## src/tcce_pkg.sv

```systemverilog
`timescale 1ns / 1ps
// ----------------------------------------------------------------------------
// tcce_pkg
// Shared geometry, codes, types and the address fold for the console engine.
// ----------------------------------------------------------------------------
package tcce_pkg;

    // Screen and memory geometry
    localparam int COLS         = 80;
    localparam int ROWS         = 25;
    localparam int MEM_WORDS    = 8192;
    localparam int USED_WORDS   = (MEM_WORDS / COLS) * COLS;
    localparam int SCREEN_WORDS = COLS * ROWS;

    localparam int OFS_W  = 13;
    localparam int ADDR_W = $clog2(MEM_WORDS);
    localparam int COL_W  = $clog2(COLS + 1);
    localparam int ROW_W  = $clog2(ROWS);
    localparam int CNT_W  = $clog2(SCREEN_WORDS);
    localparam int CH_W   = 8;
    localparam int CELL_W = 16;
    localparam int CFG_IDX_W = 1;

    localparam logic [CELL_W-1:0] ERASE_RESET = 16'h0720;
    localparam logic [CH_W-1:0]   STYLE_RESET = 8'h07;

    // Control bytes
    localparam logic [CH_W-1:0] CH_NUL = 8'h00;
    localparam logic [CH_W-1:0] CH_BEL = 8'h07;
    localparam logic [CH_W-1:0] CH_BS  = 8'h08;
    localparam logic [CH_W-1:0] CH_HT  = 8'h09;
    localparam logic [CH_W-1:0] CH_LF  = 8'h0A;
    localparam logic [CH_W-1:0] CH_VT  = 8'h0B;
    localparam logic [CH_W-1:0] CH_FF  = 8'h0C;
    localparam logic [CH_W-1:0] CH_CR  = 8'h0D;
    localparam logic [CH_W-1:0] CH_DEL = 8'h7F;

    typedef enum logic [CFG_IDX_W-1:0] {
        CFG_TEXT_STYLE = 1'b0,
        CFG_ERASE_CELL = 1'b1
    } cfg_idx_t;

    typedef enum logic [2:0] {
        OP_IGNORE,
        OP_READ,
        OP_BS,
        OP_HT,
        OP_LF,
        OP_CR,
        OP_DEL,
        OP_PRINT
    } op_t;

    typedef enum logic [3:0] {
        ST_CLEAR,
        ST_IDLE,
        ST_EXEC,
        ST_NL,
        ST_COPY_RD,
        ST_COPY_WR,
        ST_ERASE,
        ST_POST,
        ST_DONE
    } state_t;

    typedef struct packed {
        op_t              op;
        logic [CH_W-1:0]  ch;
        logic [OFS_W-1:0] raddr;
    } cmd_t;

    typedef struct packed {
        logic valid;
        cmd_t cmd;
    } cmd_q_t;

    typedef struct packed {
        logic clearing;
        logic take;
    } back_stat_t;

    // Fold a 13-bit word offset into the memory depth
    function automatic logic [ADDR_W-1:0] addr_of(input logic [OFS_W-1:0] ofs);
        logic [15:0] v;
        v = 16'(ofs);
        for (int k = 2; k >= 0; k--) begin
            if (v >= (16'(MEM_WORDS) << k)) begin
                v = v - (16'(MEM_WORDS) << k);
            end
        end
        return v[ADDR_W-1:0];
    endfunction

endpackage

```

## src/tcce_front.sv

```systemverilog
`timescale 1ns / 1ps
// ----------------------------------------------------------------------------
// tcce_front
// Accept input beats, classify each byte into an operation, queue two deep.
// ----------------------------------------------------------------------------
module tcce_front (
    input  logic                      clk,
    input  logic                      rst_n,
    input  logic                      push,
    output logic                      full,
    input  logic                      command,
    input  logic [7:0]                char_code,
    input  logic [12:0]               read_address,
    input  tcce_pkg::back_stat_t      stat,
    output tcce_pkg::cmd_q_t          q
);
    import tcce_pkg::*;

    logic [1:0] cnt_reg;
    logic [1:0] cnt_next;
    logic       wr_ptr_reg;
    logic       rd_ptr_reg;
    cmd_t       slot_reg [2];
    cmd_t       cls;
    logic       accept;
    logic       take;

    // Decode the byte
    always_comb
    begin
        cls.ch    = char_code;
        cls.raddr = read_address;
        if (command)
        begin
            cls.op = OP_READ;
        end
        else
        begin
            unique case (char_code) inside
                CH_NUL, CH_BEL, CH_VT, CH_FF: cls.op = OP_IGNORE;
                CH_BS:                        cls.op = OP_BS;
                CH_HT:                        cls.op = OP_HT;
                CH_LF:                        cls.op = OP_LF;
                CH_CR:                        cls.op = OP_CR;
                CH_DEL:                       cls.op = OP_DEL;
                default:                      cls.op = OP_PRINT;
            endcase
        end
    end

    assign full   = (cnt_reg == 2'd2) || stat.clearing;
    assign accept = push && !full;
    assign take   = stat.take && (cnt_reg != 2'd0);

    always_comb
    begin
        cnt_next = cnt_reg;
        if (accept && !take)
        begin
            cnt_next = cnt_reg + 2'd1;
        end
        else if (take && !accept)
        begin
            cnt_next = cnt_reg - 2'd1;
        end
    end

    always_ff @(posedge clk or negedge rst_n)
    begin
        if (!rst_n)
        begin
            cnt_reg    <= 2'd0;
            wr_ptr_reg <= 1'b0;
            rd_ptr_reg <= 1'b0;
        end
        else
        begin
            cnt_reg <= cnt_next;
            if (accept)
            begin
                wr_ptr_reg <= !wr_ptr_reg;
            end
            if (take)
            begin
                rd_ptr_reg <= !rd_ptr_reg;
            end
        end
    end

    always_ff @(posedge clk)
    begin
        if (accept)
        begin
            slot_reg[wr_ptr_reg] <= cls;
        end
    end

    assign q.valid = (cnt_reg != 2'd0);
    assign q.cmd   = slot_reg[rd_ptr_reg];

endmodule

```

## config.mk

```make
export PLATFORM = sky130hd
export DESIGN_NAME = tcce_front
export DESIGN_NICKNAME = d
export VERILOG_FILES = /design/src/tcce_pkg.sv /design/src/tcce_front.sv
export SDC_FILE = /design/constraint.sdc
export NUM_CORES = 1
export LEC_CHECK = 0
export BUFFER_PORTS_ARGS = -buffer_cell sky130_fd_sc_hd__buf_2
export CAP_MARGIN = 20
export CORE_MARGIN = 2
export CORE_UTILIZATION = 47
export CTS_CLUSTER_SIZE = 25
export DETAILED_ROUTE_END_ITERATION = 10
export GPL_TIMING_DRIVEN = 0
export PLACE_DENSITY = 0.75
export SETUP_SLACK_MARGIN = 0.15
export SLEW_MARGIN = 20
export SYNTH_ARGS = -nofsm -noshare
export SYNTH_HDL_FRONTEND = slang
export SYNTH_SLANG_ARGS = --single-unit
```

## constraint.sdc

```tcl
create_clock -name clk -period 1.9 [get_ports clk]
set_clock_uncertainty 0.1 [all_clocks]
set_input_delay 0.19 -clock clk [delete_from_list [all_inputs] [get_ports clk]]
set_output_delay 0.19 -clock clk [all_outputs]
set_load 0.005 [all_outputs]
```

; ---- Yosys cells after proc, flatten, opt, wreduce, memory -nomap -nowiden
; Memory sizes are Yosys's and may differ from the RTL's.
; Index checks and enable logic that the tools add are counted.
[word_totals]
regBits = 4
latchBits = 0
ram_bits = 48
mem_bits_ro = 0
word_cells = 35
memories = 1
[op_classes]
addsub = 2
multipliers = 0
div_mod_pow = 0
n_lt_le_gt_ge = 0
n_eq_ne = 9
n_shift = 0
muxes = 6
bitwise_logic = 0
reduce_logical = 14
[memory_table]
columns = memory, words, width, rd, rd_clocked_by_memory_dff, wr, line
row1 = slot_reg, 2, 24, 1, 0, 1, tcce_front.sv:23  ; cmd_t slot_reg [2];
[ops]
columns = op, n
row1 = "8-bit by 4-bit equality test with 1-bit output, second input constant", 6
row2 = 3-bit case mux with 6 select lines, 1
row3 = "8-bit by 3-bit equality test with 1-bit output, second input constant", 1
row4 = "8-bit by 7-bit equality test with 1-bit output, second input constant", 1
row5 = 8-bit logical NOT, 1
row6 = 1-bit logical NOT, 5
row7 = 1-bit logical AND, 4
row8 = 2-bit two-way mux, 2
row9 = 2-bit nonzero test, 2
row10 = 4-bit OR reduction, 1
row11 = 3-bit two-way mux, 1
row12 = "2-bit by 1-bit adder with 2-bit output, second input constant", 1
row13 = "2-bit equality test, second input constant", 1
row14 = 1-bit two-way mux, 2
row15 = "2-bit by 1-bit subtractor with 2-bit output, second input constant", 1
row16 = 1-bit logical OR, 1

; ---- Logic depth before layout (Yosys ltp)
[depth]
ltp_word = 8
mapped_depth = 7
mapped_depth_nobuf = 7

; ---- Worst setup path before layout
; No wires, ideal clock.
[synth_timing]
path_type = flip-flop to flip-flop
from = register cnt_reg[1]
to = memory slot_reg[0][0] (netlist name), enable pin
arrival_time_ps = 1629
slack_ps = -234
path_stages_with_launch = 4
path_buffers = 0
path_cell_list = dfrtp_1 -> inv_1 -> o211ai_1 -> nor2_1
[synth_via]
elab_chain_len = 6
[synth_lines]
columns = element, line
row1 = start: declaration, tcce_front.sv:19  ; logic [1:0] cnt_reg;
row2 = start signal: assignment, tcce_front.sv:78  ; cnt_reg <= cnt_next;
row3 = 2-bit equality test, tcce_front.sv:51  ; assign full = (cnt_reg == 2'd2) || stat.clearing;
row4 = 1-bit logical OR, tcce_front.sv:51
row5 = 1-bit logical NOT, tcce_front.sv:52  ; assign accept = push && !full;
row6 = 1-bit logical AND, tcce_front.sv:52
row7 = 1-bit two-way mux, tcce_front.sv:92  ; if (accept)
row8 = 1-bit two-way mux (not written as such), tcce_front.sv:94  ; slot_reg[wr_ptr_reg] <= cls;
row9 = end: declaration, tcce_front.sv:23
; Every way passes these cells.

; ---- Worst setup path after layout
[layout_timing]
from = register cnt_reg[1]
to = memory slot_reg[0][22] (netlist name), enable pin
; Same word-level chain as after synthesis.

==> impl_metrics.toml <==
[synth]
synthAdderAreaFrac_pct = 0.595
synth-compound-area-share_pct = 5.95
netlist_top_cells_area = "edfxtp_1 69%, mux2_2 8.6%, dfrtp_1 4.8%, mux2_1 4.3%, xnor2_1 1.7%"
synth_top_cell_area_share_pct = 68.6
synth.distinct_cells = 29
synthArstFlopShare_pct = 7.69
yosys.area_share.simple_pct = 3.27
synth-edff-count = 48
synth_fp_nets = 147
synth_top_cell_by_area = "edfxtp_1"
yosysWarnings = 0
synthFlopType = "edfxtp_1"
syn_area_sq_mm = 0.00210
synthMuxAreaShare_pct = 12.9
yosys_register_bits = 52
synth_top_family_by_area = "multiplexers"
seq_area_frac_synth_pct = 73.3
syn_area_per_cell_sq_um = 17.7
syn_inst = 119
synth_xor_xnor_area_share_pct = 2.08

[pwr]
p_per_area_mw_per_mm2 = 1170
ir_worst_vdd_mv = 0.614
total_leakage_power_uw = 0.00105

[timing]
hold_viol = 0
drv_slew = 0
max_freq_mhz = 582
rsz0062_at_grt = "true"
fin_crit_sh_pct = 90.5
setup_viol = 0
worst_slack_ps = 181
max-slew-margin-rel_pct = 53.4
tightest_slew_ps = 697
min_period_ps = 1720

[grt]
grt_pass1_vias = 1324
grt_max_degree = 25
grt_overflow = 0
grt.total_usage_pct = 16.1
antenna_found_initial = 0
grt_pass1_wl_um = 6140

[cts]
clkSlewWorstSetupHoldPaths_ps = 80
cts_tree = "yes"
root_buffer = "clkbuf_8"
clock_path_buffers = 2
cts_sinks = 52
htree_levels = 2
cts_made_buffers = 5
clk_latency_ps = 290

[drt]
totalWireLength_um = 3930
via_per_inst = 5.16
drtAntennaViolNets = 0
drt_iter0_drc = 54
wl_per_cell_um = 15.5
vias = 1305
dr.pass1.iters = 4
route.detailed.drc = 0

[cells_and_area]
nFillCells = 323
regArea_sq_mm = 0.00154
syn_to_final_growth_pct = 32.1
final_util_pct = 64.2
nets = 228
multi_input_area_sq_um = 536
largest_reg_flops = 48
layout-drive-gt1-share_pct = 46.8
diodes = 0

[setup_path]
end_kind = "register"
crit_fanout = 24
worstSetupPathType = "reg -> reg"
required_ps = 1730
arrival_ps = 1540
start_kind = "register"

[floorplanning]
num_rows = 24
die_h_um = 70.9
dieWidth_um = 70.9
io_pins = 53
die_area_sq_mm = 0.00502
design.core.area_sq_mm = 0.00432
start_util_pct = 48.6

[worst_hold_path]
hp-class = "in -> reg"

[status]
status = "completed"

[place]
hpwl_um = 2640
portBuffers = 52
place_ws_ps = -177
place.gp.congestion = 0.738

[flow_run]
maxCapViolations = 0
## cell usage in the layout, fill, tap and decap left out, types with 2 or more instances in the layout
| cell | Yosys | layout |
|---|---|---|
| xnor2_1 | 4 | 4 |
| o21ai_0 | 2 | 2 |
| o21a_1 | 2 | 2 |
| buf_4 | 0 | 7 |
| edfxtp_1 | 48 | 48 |
| nand2b_1 | 2 | 2 |
| o211ai_1 | 3 | 3 |
| dfrtp_1 | 4 | 3 |
| mux2_2 | 16 | 16 |
| a31oi_1 | 2 | 2 |
| nand2_1 | 2 | 2 |
| buf_2 | 2 | 52 |
| clkbuf_1 | 2 | 2 |
| dlygate4sd3_1 | 0 | 14 |
| inv_1 | 6 | 5 |
| mux2_1 | 8 | 7 |
| clkbuf_8 | 0 | 5 |
## where the power goes
part           internal, uW  switching (uW)
sequential             1440            65.1
clock                   256             332
combinational           666             487
## cell type report
type / count / share of cell area [%]
sequential: 52 / 55.5
multi-input combinational: 57 / 19.3
timing repair buffer: 74 / 17.2
clock buffer: 6 / 2.61
tap: 52 / 2.34
buffer: 4 / 1.80
inverter: 6 / 0.811
clock inverter: 2 / 0.405
## cells in the mapped netlist (all sizes together), types with 2 or more instances
library cell / n
buf: 2
xnor2: 4
a31oi: 2
mux2: 24
nand2b: 2
edfxtp: 48
o21a: 2
o21ai: 3
clkbuf: 2
nor2: 2
o211ai: 3
inv: 6
dfrtp: 4
nand2: 2
## what timing repair did
item / in CTS / in global routing
buffers inserted: 0 / 7
pin swaps: 0 / 2
hold endpoints to repair: 30 / 0
setup endpoints to repair: 56 / 68
cloned: 0 / 1
resized for setup: 7 / 9
hold buffers: 14 / 0
## logic make-up after synthesis
kind of cell / Yosys count
flops: 52
fa+ha+maj: 1
compound gates: 15
buf+inv: 10
simple gates: 12
mux: 24
xor+xnor: 5
## final timing paths
check	endpoint	cells after the start	startpoint	slack, ps
worst min-delay path	slot_reg[0][19]	1	char_code[6]	40
worst max register to register	slot_reg[0][22]	3	cnt_reg[1]	180
min in group asynchronous	wr_ptr_reg	2	rst_n	130
worst max-delay path	slot_reg[0][22]	3	cnt_reg[1]	180
worst min register to register	wr_ptr_reg	1	wr_ptr_reg	470
max in group asynchronous	cnt_reg[0]	2	rst_n	1440
## metal layers
metal	routed length, um	vias up	track usage, %
li1	-	621	-
met1	1550	636	17.3
met2	2170	44	29.8
met3	176	4	5.98
met4	32	0	3.98
met5	0	-	0
## metrics by stage
step	TNS (ps)	cells	total power, uW	hold slack, ps	area [sq um]
after floorplan	0	119	2060	-206	2100
after global placement	-5990	223	2370	-105	2430
after global routing	0	253	3420	33.0	2780
after CTS	0	245	3050	31.3	2680
final	0	253	3250	40.0	2780
after detailed placement	-4220	223	2420	-98.5	2430
## worst max-delay path: stages (launching register included)
cell and delay (ps):
dfrtp_1 400, inv_2 80, o211ai_1 180, nor2_4 590
Power figures use the tool's default switching activity.
